### src/rtl/core/assert_macros.svh
// Assertion macros for the core RTL.
`ifndef ASSERT_MACROS_SVH
`define ASSERT_MACROS_SVH
`ifndef SYNTHESIS
`define ASSERT_CLK(label, clk, rst, prop) \
  label: assert property (@(posedge clk) disable iff (rst) prop) else $error("assert failed");
`define ASSERT_CLK_NR(label, clk, prop) \
  label: assert property (@(posedge clk) prop) else $error("assert failed");
`else
`define ASSERT_CLK(label, clk, rst, prop)
`define ASSERT_CLK_NR(label, clk, prop)
`endif
`endif

### src/rtl/core/rwmcd_pkg.sv
// Package: constants and types of the read/write mask conflict dispatcher.
`default_nettype none
package rwmcd_pkg;
  localparam int MaxTasks     = 16;
  localparam int SlotW        = 4;
  localparam int ResBits      = 64;
  localparam int ChunkShift   = 9;
  localparam int EntW         = 20;
  localparam int JobW         = 12;
  localparam logic [1:0] KIND_LOAD     = 2'd0;
  localparam logic [1:0] KIND_START    = 2'd1;
  localparam logic [1:0] KIND_COMPLETE = 2'd2;
  localparam logic [1:0] PH_DONE    = 2'd0;
  localparam logic [1:0] PH_PENDING = 2'd1;
  localparam logic [1:0] PH_RUNNING = 2'd2;

  typedef struct packed {
    logic [1:0]  kind;
    logic [3:0]  slot;
    logic [63:0] reads;
    logic [63:0] writes;
    logic        bound_to_entities;
    logic [19:0] entity_total;
    logic        pinned_main;
    logic [4:0]  task_total;
  } in_item_t;

  typedef struct packed {
    logic        is_launch;
    logic [3:0]  launched_slot;
    logic [11:0] job_total;
    logic        to_main_queue;
    logic        step_finished;
    logic        bad_completion;
    logic        last;
  } out_item_t;

  // Chunk count: ceil(e/512), saturated to 4095.
  function automatic logic [JobW-1:0] chunk_jobs(input logic [EntW-1:0] e);
    logic [EntW-ChunkShift:0] q;
    q = {1'b0, e[EntW-1:ChunkShift]} + {{(EntW-ChunkShift){1'b0}}, |e[ChunkShift-1:0]};
    chunk_jobs = (q > 12'd4095) ? 12'd4095 : q[JobW-1:0];
  endfunction
endpackage
`default_nettype wire

### src/rtl/core/rwmcd_if.sv
// Valid/ready channel interfaces for the dispatcher.
`default_nettype none
interface rwmcd_in_if import rwmcd_pkg::*; ();
  logic     valid;
  logic     ready;
  in_item_t data;
  modport source (output valid, output data, input ready);
  modport sink (input valid, input data, output ready);
endinterface

interface rwmcd_out_if import rwmcd_pkg::*; ();
  logic      valid;
  logic      ready;
  out_item_t data;
  modport source (output valid, output data, input ready);
  modport sink (input valid, input data, output ready);
endinterface
`default_nettype wire

### src/rtl/core/rw_mask_conflict_dispatcher.sv
// Top level: task table, busy masks and sequential dispatch scanner.
//  channel | dir | beat
//  in_ch   | in  | one event (load, start, completion)
//  out_ch  | out | launch record or closing status record
// Load is accepted, then the status beat is offered.
// Start and completion scan the step in order, with a launch beat per launched task,
// one entry per cycle through the shared mask compare unit while no beat is waiting.
// A completion that finishes a task first rebuilds the busy masks; a rejected one goes straight to status.
// Every launch or status beat holds the sequence until out_ch takes it.
// Synchronous reset marks all tasks done and clears busy masks.
`include "assert_macros.svh"
`default_nettype none
module rw_mask_conflict_dispatcher import rwmcd_pkg::*; (
  input wire logic clk,
  input wire logic rst,
  rwmcd_in_if.sink  in_ch,
  rwmcd_out_if.source out_ch
);
  localparam logic [2:0] S_IDLE = 3'd0, S_REBUILD = 3'd1, S_SCAN = 3'd2,
                         S_EMIT = 3'd3, S_STATUS = 3'd4;

  logic [ResBits-1:0] task_reads [MaxTasks];
  logic [ResBits-1:0] task_writes [MaxTasks];
  logic [EntW-1:0]    task_entities [MaxTasks];
  logic [1:0]         task_flags [MaxTasks];
  logic [1:0]         task_phase [MaxTasks];
  logic [JobW-1:0]    jobs_left [MaxTasks];
  logic [ResBits-1:0] busy_reads, busy_writes;
  logic [4:0]         step_size;
  logic [2:0]         state;
  logic [SlotW:0]     idx;
  out_item_t          obuf;

  logic [SlotW-1:0] ix;
  logic in_step, launchable, bound, step_clear, bad_cmp;
  logic [JobW-1:0] jobs;
  in_item_t d;

  assign ix = idx[SlotW-1:0];
  assign d = in_ch.data;
  assign in_step = ({1'b0, idx} < {1'b0, step_size}) && (idx < 5'(MaxTasks));
  assign bound = task_flags[ix][0];
  assign launchable = (task_phase[ix] == PH_PENDING) &&
      ((task_writes[ix] & (busy_reads | busy_writes)) == '0) &&
      ((task_reads[ix] & busy_writes) == '0);
  assign jobs = bound ? chunk_jobs(task_entities[ix]) : JobW'(1);

  // Reject a completion outside the step, not running, or with no jobs left.
  assign bad_cmp = (d.kind == KIND_COMPLETE) &&
      (({1'b0, d.slot} >= step_size) || (task_phase[d.slot] != PH_RUNNING) ||
       (jobs_left[d.slot] == '0));

  always_comb begin
    step_clear = 1'b1;
    for (int i = 0; i < MaxTasks; i++)
      if (i < int'(step_size) && task_phase[i] != PH_DONE) step_clear = 1'b0;
  end

  assign in_ch.ready  = (state == S_IDLE);
  assign out_ch.valid = (state == S_EMIT) || (state == S_STATUS);
  assign out_ch.data  = obuf;

  // Sequence: one table entry per cycle, held while out_ch has not taken a beat.
  always_ff @(posedge clk) begin
    if (rst) begin
      state <= S_IDLE;
      step_size <= '0;
      busy_reads <= '0;
      busy_writes <= '0;
      idx <= '0;
      for (int i = 0; i < MaxTasks; i++) begin
        task_phase[i] <= PH_DONE;
        jobs_left[i] <= '0;
      end
    end else begin
      case (state)
        S_IDLE: if (in_ch.valid) begin
          idx <= '0;
          case (d.kind)
            KIND_LOAD: begin
              task_reads[d.slot] <= d.reads;
              task_writes[d.slot] <= d.writes;
              task_entities[d.slot] <= d.entity_total;
              task_flags[d.slot] <= {d.pinned_main, d.bound_to_entities};
              state <= S_STATUS;
            end
            KIND_START: begin
              step_size <= (d.task_total > 5'(MaxTasks)) ? 5'(MaxTasks) : d.task_total;
              for (int i = 0; i < MaxTasks; i++)
                if (i < int'(d.task_total)) begin
                  task_phase[i] <= PH_PENDING;
                  jobs_left[i] <= '0;
                end
              busy_reads <= '0;
              busy_writes <= '0;
              state <= S_SCAN;
            end
            KIND_COMPLETE: begin
              if (bad_cmp) begin
                state <= S_STATUS;
              end else begin
                jobs_left[d.slot] <= jobs_left[d.slot] - 1'b1;
                if (jobs_left[d.slot] == JobW'(1)) begin
                  task_phase[d.slot] <= PH_DONE;
                  busy_reads <= '0;
                  busy_writes <= '0;
                  state <= S_REBUILD;
                end else state <= S_SCAN;
              end
            end
            default: state <= S_STATUS;
          endcase
        end
        // Rebuild busy masks from running tasks.
        S_REBUILD: begin
          if (!in_step) begin
            idx <= '0;
            state <= S_SCAN;
          end else begin
            if (task_phase[ix] == PH_RUNNING) begin
              busy_reads <= busy_reads | task_reads[ix];
              busy_writes <= busy_writes | task_writes[ix];
            end
            idx <= idx + 1'b1;
          end
        end
        // Scan pending tasks in order.
        S_SCAN: begin
          if (!in_step) state <= S_STATUS;
          else begin
            idx <= idx + 1'b1;
            if (launchable) begin
              if (bound && task_entities[ix] == '0) task_phase[ix] <= PH_DONE;
              else begin
                task_phase[ix] <= PH_RUNNING;
                jobs_left[ix] <= jobs;
                busy_reads <= busy_reads | task_reads[ix];
                busy_writes <= busy_writes | task_writes[ix];
                state <= S_EMIT;
              end
            end
          end
        end
        S_EMIT: if (out_ch.ready) state <= S_SCAN;
        S_STATUS: if (out_ch.ready) state <= S_IDLE;
        default: state <= S_IDLE;
      endcase
    end
  end

  // Output record register: hold it while a beat is offered.
  always_ff @(posedge clk) begin
    if (state == S_SCAN && in_step && launchable && !(bound && task_entities[ix] == '0)) begin
      obuf <= '{is_launch: 1'b1, launched_slot: ix, job_total: jobs,
                to_main_queue: !bound && task_flags[ix][1], step_finished: 1'b0,
                bad_completion: 1'b0, last: 1'b0};
    end else if (state != S_STATUS && state != S_EMIT) begin
      obuf <= '{is_launch: 1'b0, launched_slot: '0, job_total: '0, to_main_queue: 1'b0,
                step_finished: step_clear, bad_completion: (state == S_IDLE) && bad_cmp,
                last: 1'b1};
    end
  end

  `ASSERT_CLK(a_ready_idle, clk, rst, in_ch.ready |-> !out_ch.valid)
  `ASSERT_CLK(a_launch_not_last, clk, rst, (state == S_EMIT) |-> (obuf.is_launch && !obuf.last))
  `ASSERT_CLK(a_status_last, clk, rst, (state == S_STATUS) |-> (obuf.last && !obuf.is_launch))
endmodule
`default_nettype wire
### src/flat_wrapper.sv
// flat-port wrapper written by rule: the top's interface ports become plain ports
module rw_mask_conflict_dispatcher_flat import rwmcd_pkg::*;
  (clk, rst, in_ch_valid, in_ch_data, in_ch_ready, out_ch_valid, out_ch_data, out_ch_ready);
  rwmcd_in_if in_ch_i ();
  rwmcd_out_if out_ch_i ();
  input wire logic clk;
  input wire logic rst;
  input wire logic [$bits(in_ch_i.valid)-1:0] in_ch_valid;
  input wire logic [$bits(in_ch_i.data)-1:0] in_ch_data;
  output wire logic [$bits(in_ch_i.ready)-1:0] in_ch_ready;
  output wire logic [$bits(out_ch_i.valid)-1:0] out_ch_valid;
  output wire logic [$bits(out_ch_i.data)-1:0] out_ch_data;
  input wire logic [$bits(out_ch_i.ready)-1:0] out_ch_ready;
  assign in_ch_i.valid = in_ch_valid;
  assign in_ch_i.data = in_ch_data;
  assign in_ch_ready = in_ch_i.ready;
  assign out_ch_valid = out_ch_i.valid;
  assign out_ch_data = out_ch_i.data;
  assign out_ch_i.ready = out_ch_ready;
  rw_mask_conflict_dispatcher u_core (.clk(clk), .rst(rst), .in_ch(in_ch_i), .out_ch(out_ch_i));
endmodule
### config.mk
export PLATFORM = sky130hd
export DESIGN_NAME = rw_mask_conflict_dispatcher_flat
export DESIGN_NICKNAME = d
export VERILOG_FILES = /design/src/rtl/core/rwmcd_pkg.sv /design/src/rtl/core/rwmcd_if.sv /design/src/rtl/core/rw_mask_conflict_dispatcher.sv /design/src/flat_wrapper.sv
export VERILOG_INCLUDE_DIRS = /design/src /design/src/rtl/core
export SDC_FILE = /design/constraint.sdc
export NUM_CORES = 2
export LEC_CHECK = 0
export BUFFER_PORTS_ARGS = -buffer_cell sky130_fd_sc_hd__buf_4
export CORE_MARGIN = 2
export CORE_UTILIZATION = 36
export DETAILED_ROUTE_END_ITERATION = 6
export PLACE_DENSITY = 0.49
export SYNTH_ARGS = -nofsm -noshare
export SYNTH_HDL_FRONTEND = slang
export SYNTH_SLANG_ARGS = --single-unit
export TNS_END_PERCENT = 1
### constraint.sdc
create_clock -name clk -period 13.95 [get_ports clk]
set_clock_uncertainty 0.2 [all_clocks]
set_input_delay 2.79 -clock clk [delete_from_list [all_inputs] [get_ports clk]]
set_output_delay 2.79 -clock clk [all_outputs]
set_load 0.02 [all_outputs]
==> run_summary.xml <==
<?xml version="1.0" encoding="UTF-8"?>
<metrics>
  <group name="outcome">
    <metric name="run_status" unit="">finished with violations</metric>
    <metric name="violations_in_the_final_reports" unit="">DRC</metric>
  </group>
  <group name="logic_synthesis">
    <metric name="yosys-top-cells-area" unit="">sky130_fd_sc_hd__edfxtp_1 (70%), sky130_fd_sc_hd__mux4_2 (10%), sky130_fd_sc_hd__dfxtp_1 (2.9%)</metric>
    <metric name="yosysTopAreaCellShare" unit="%">70.3</metric>
    <metric name="leading_register_cell_type_out_of_synthesis" unit="">sky130_fd_sc_hd__edfxtp_1</metric>
    <metric name="post_synthesis_area_per_instance" unit="sq um">18.0</metric>
    <metric name="synth_common_cells" unit="">sky130_fd_sc_hd__edfxtp_1 (2625), sky130_fd_sc_hd__mux4_2 (508), sky130_fd_sc_hd__nand2_1 (375), sky130_fd_sc_hd__mux2i_1 (293), sky130_fd_sc_hd__nor2_1 (231)</metric>
    <metric name="synth_seq_area_share" unit="%">73.2</metric>
    <metric name="post_synth_num_cell_types" unit="">86</metric>
    <metric name="synthCells" unit="">6238</metric>
    <metric name="postSynth.asyncResetShare" unit="%">0</metric>
    <metric name="netlist.top_cell.by_area" unit="">sky130_fd_sc_hd__edfxtp_1</metric>
    <metric name="most_instantiated_library_cell_after_synthesis" unit="">sky130_fd_sc_hd__edfxtp_1</metric>
    <metric name="synth-edff-count" unit="">2625</metric>
    <metric name="syn-cell-area" unit="sq um">112000</metric>
    <metric name="number_of_synthesized_register_bits" unit="">2790</metric>
    <metric name="yosysWarningCount" unit="">0</metric>
    <metric name="syn-num-nets" unit="">6419</metric>
  </group>
  <group name="sta">
    <metric name="maxSlewHeadroom" unit="%">10.6</metric>
    <metric name="totalNegativeSetupSlack" unit="ps">0</metric>
    <metric name="unrepaired_setup_endpoints_after_global_routing" unit="">no</metric>
    <metric name="timing.final.max_slew_violations" unit="">0</metric>
    <metric name="setup_viol_count_final" unit="">0</metric>
    <metric name="top_achievable_clock_speed" unit="MHz">112</metric>
    <metric name="worst_pin_slew" unit="ps">1330</metric>
    <metric name="min_period_over_period" unit="%">64.0</metric>
    <metric name="endpoints_failing_hold" unit="">0</metric>
    <metric name="fin_crit" unit="ps">8920</metric>
  </group>
  <group name="global_routing">
    <metric name="grt_first_pass_wirelength" unit="um">519000</metric>
    <metric name="number_of_antenna_violations_at_the_first_check_in_global_routing" unit="">59</metric>
    <metric name="pin_count_of_the_biggest_net_entering_global_routing" unit="">142</metric>
    <metric name="gr-total-overflow" unit="">0</metric>
    <metric name="vias_in_the_first_global_route" unit="">62000</metric>
    <metric name="groute.usage.overall" unit="%">23.5</metric>
  </group>
  <group name="worst_hold_path">
    <metric name="worstHoldPathCells" unit="">2</metric>
    <metric name="min-delay-path-class" unit="">flip-flop to flip-flop</metric>
    <metric name="holdCritStartpoint" unit="">u_core.out_ch.data[20]$_SDFFE_PP1P_</metric>
    <metric name="worst_hold_path.endpoint" unit="">u_core.out_ch.data[20]$_SDFFE_PP1P_</metric>
  </group>
  <group name="power">
    <metric name="power_density_cells" unit="nW/um^2">146</metric>
    <metric name="clkPwrFrac" unit="%">42.1</metric>
    <metric name="leakage" unit="nW">39.8</metric>
    <metric name="design_internal_power" unit="mW">14.3</metric>
    <metric name="p_sw" unit="mW">4.47</metric>
    <metric name="power.share.sequential" unit="%">50.5</metric>
    <metric name="netSwitchingFraction" unit="%">23.8</metric>
    <metric name="power.share.combinational" unit="%">7.4</metric>
    <metric name="peakVddDrop" unit="V">0.000104</metric>
  </group>
  <group name="die">
    <metric name="fp-row-count" unit="">204</metric>
    <metric name="core" unit="sq um">309000</metric>
    <metric name="die_w" unit="um">562</metric>
    <metric name="die_y" unit="um">562</metric>
    <metric name="initial_util" unit="%">36.3</metric>
    <metric name="io_pins" unit="">188</metric>
    <metric name="dieArea" unit="sq um">316000</metric>
  </group>
  <group name="setup_path">
    <metric name="crit_path_end_kind" unit="">flip-flop</metric>
    <metric name="capturing_point_of_the_worst_reg2reg_path" unit="">u_core.busy_writes[51]$_SDFFE_PP0P_</metric>
    <metric name="cp-start-kind" unit="">flip-flop</metric>
    <metric name="worst_ep_arrival_time" unit="ps">9560</metric>
    <metric name="reg2reg_depth" unit="">14</metric>
    <metric name="crit_path_max_fanout" unit="">84</metric>
    <metric name="worst-r2r-setup-slack" unit="ps">5030</metric>
    <metric name="critical_path_class" unit="">flip-flop to flip-flop</metric>
    <metric name="critical_path_required" unit="ps">14590</metric>
  </group>
  <group name="placement">
    <metric name="hpwlAfterDp" unit="um">232000</metric>
    <metric name="place_inst" unit="">10300</metric>
    <metric name="gpl.final_weighted_congestion" unit="">0.922</metric>
    <metric name="numPortBuffers" unit="">187</metric>
  </group>
  <group name="final_layout">
    <metric name="nNetsFinal" unit="">6689</metric>
    <metric name="post_route_cells_drive_above_1_share" unit="%">21.6</metric>
    <metric name="final.fill_count" unit="">27700</metric>
    <metric name="count_of_placed_standard_cells_in_the_final_layout_fillers_left_out" unit="">10900</metric>
    <metric name="syn_to_final_growth" unit="%">14.3</metric>
  </group>
  <group name="clock_network">
    <metric name="tritoncts.num_buffers" unit="">308</metric>
    <metric name="cts_tree" unit="">done</metric>
    <metric name="cts.repair_timing.setup_buffer_count" unit="">0</metric>
    <metric name="root_buffer" unit="">sky130_fd_sc_hd__clkbuf_16</metric>
    <metric name="clock_latency" unit="ps">930</metric>
    <metric name="h-tree-depth" unit="">5</metric>
    <metric name="longest_clk_path_bufs" unit="">4</metric>
    <metric name="total_of_cells_resized_after_clock_tree_synthesis" unit="">0</metric>
    <metric name="clk_sinks" unit="">2790</metric>
    <metric name="post_cts_hold_buffer_count" unit="">0</metric>
    <metric name="cts.reportedPaths.clkPinSlew" unit="ps">60</metric>
  </group>
  <group name="route">
    <metric name="via_count" unit="">63900</metric>
    <metric name="first_iter_violations" unit="">7999</metric>
    <metric name="drtPass1Iterations" unit="">7</metric>
    <metric name="drc_viols" unit="">2</metric>
    <metric name="routedWlPerCell" unit="um">34.9</metric>
    <metric name="route.final.wire_length" unit="um">380000</metric>
    <metric name="detail-route-antenna-nets" unit="">0</metric>
    <metric name="drt-vias-per-instance" unit="">5.88</metric>
  </group>
  <group name="run">
    <metric name="maxCapViolCount" unit="">0</metric>
  </group>
</metrics>
## registers in the layout, summed over array words and instances (netlist names), named ones only
signal / flops
u_core.task_reads: 1024
u_core.busy_reads: 64
u_core.step_size: 5
u_core.jobs_left: 192
u_core.state: 3
u_core.out_ch.data: 21
u_core.task_entities: 320
u_core.busy_writes: 64
u_core.idx: 5
u_core.task_flags: 32
u_core.task_phase: 32
u_core.task_writes: 1024
## area by class of cell
type,instances,area [sq um],share of cell area (%)
timing repair buffer,351,2860,2.23
antenna,7,17.5,0.0137
clock buffer,383,8200,6.40
tap,4120,5150,4.02
clock inverter,169,1460,1.14
inverter,54,210,0.164
multi-input combinational,3003,28200,22.0
sequential,2790,82100,64.1
## power groups by stage
stage               sequential, mW  combinational [mW]  clock, mW
floorplan                     9.60               0.700          0
global placement              9.65                1.35          0
detailed placement            9.65                1.36          0
CTS                           9.47                1.37       8.04
global route                  9.49                1.44       8.34
finish                        9.48                1.39       7.90
## cell families after synthesis
family | after synthesis | share of synthesized area, %
buffers and inverters | 445 | 1.96
XOR/XNOR | 21 | 0.164
multiplexers | 877 | 13.6
AO/OA/AOI/OAI | 950 | 6.06
adder cells (fa/ha/maj) | 17 | 0.187
AND/OR/NAND/NOR | 1138 | 4.84
flip-flops | 2790 | 73.2
## placed cells by master, fill, tap and decap left out, types with 29 or more instances in the layout
cell type                   synthesis  final
sky130_fd_sc_hd__a21oi_1          124    123
sky130_fd_sc_hd__nor3_1            54     54
sky130_fd_sc_hd__nand3_1          200    200
sky130_fd_sc_hd__mux2_2            76     76
sky130_fd_sc_hd__a22o_1           135    135
sky130_fd_sc_hd__buf_4             43    332
sky130_fd_sc_hd__o21ai_0          111    111
sky130_fd_sc_hd__nor4_1            47     47
sky130_fd_sc_hd__clkinv_2           0     52
sky130_fd_sc_hd__inv_1             54     50
sky130_fd_sc_hd__a31oi_1           38     38
sky130_fd_sc_hd__dfxtp_1          165    161
sky130_fd_sc_hd__mux4_2           508    508
sky130_fd_sc_hd__and3_1            29     29
sky130_fd_sc_hd__clkbuf_1         147     63
sky130_fd_sc_hd__nand2_1          375    375
sky130_fd_sc_hd__edfxtp_1        2625   2625
sky130_fd_sc_hd__clkinv_1           0     71
sky130_fd_sc_hd__nor2_1           231    206
sky130_fd_sc_hd__mux2i_1          293    293
sky130_fd_sc_hd__clkbuf_16          0    316
sky130_fd_sc_hd__o22ai_1          129    129
sky130_fd_sc_hd__a22oi_1          197    197
## how the worst max path moves through the flow
stage	startpoint	endpoint	slack, ps
5_1_grt	flip-flop	u_core.busy_writes[43]$_SDFFE_PP0P_	5030
2_1_floorplan	in_ch_data[155]	u_core.task_entities[11][0]$_DFFE_PP_	2590
3_3_place_gp	in_ch_data[155]	u_core.busy_writes[42]$_SDFFE_PP0P_	4770
3_5_place_dp	in_ch_data[155]	u_core.busy_writes[42]$_SDFFE_PP0P_	4670
4_1_cts	flip-flop	u_core.busy_writes[51]$_SDFFE_PP0P_	5310
6_report	flip-flop	u_core.busy_writes[51]$_SDFFE_PP0P_	5030
## per-stage QoR
stage	setup slack, ps	hold WS, ps	util, %	power [mW]	cell area (sq um)
2_1_floorplan	2590	240	-	10.3	112000
3_3_place_gp	4770	232	38.3	11.0	119000
4_1_cts	5310	248	41.4	18.9	128000
3_5_place_dp	4670	239	38.3	11.0	119000
5_1_grt	5030	261	41.4	19.3	128000
6_report	5030	248	41.4	18.8	128000
## metal layers
layer,GRT usage (%),vias up,share of wire [%]
li1,-,26100,-
met1,32.9,34200,42
met2,37.1,2976,46
met3,4.11,639,7.8
met4,8.13,44,3.8
met5,0,-,0.070
## critical path, cell delays in order, from the launching register on
cell	delay [ps]
sky130_fd_sc_hd__dfxtp_4	950
sky130_fd_sc_hd__buf_4	560
sky130_fd_sc_hd__buf_4	550
sky130_fd_sc_hd__and2_1	590
sky130_fd_sc_hd__buf_4	430
sky130_fd_sc_hd__a22oi_1	150
sky130_fd_sc_hd__and3_1	340
sky130_fd_sc_hd__a2111oi_2	670
sky130_fd_sc_hd__o2111ai_1	290
sky130_fd_sc_hd__a2111oi_2	420
sky130_fd_sc_hd__nand4_1	420
sky130_fd_sc_hd__nor3_1	1050
sky130_fd_sc_hd__a31o_4	750
sky130_fd_sc_hd__buf_4	880
sky130_fd_sc_hd__a32o_1	290
Note: power is estimated with default switching activity, not from simulation.
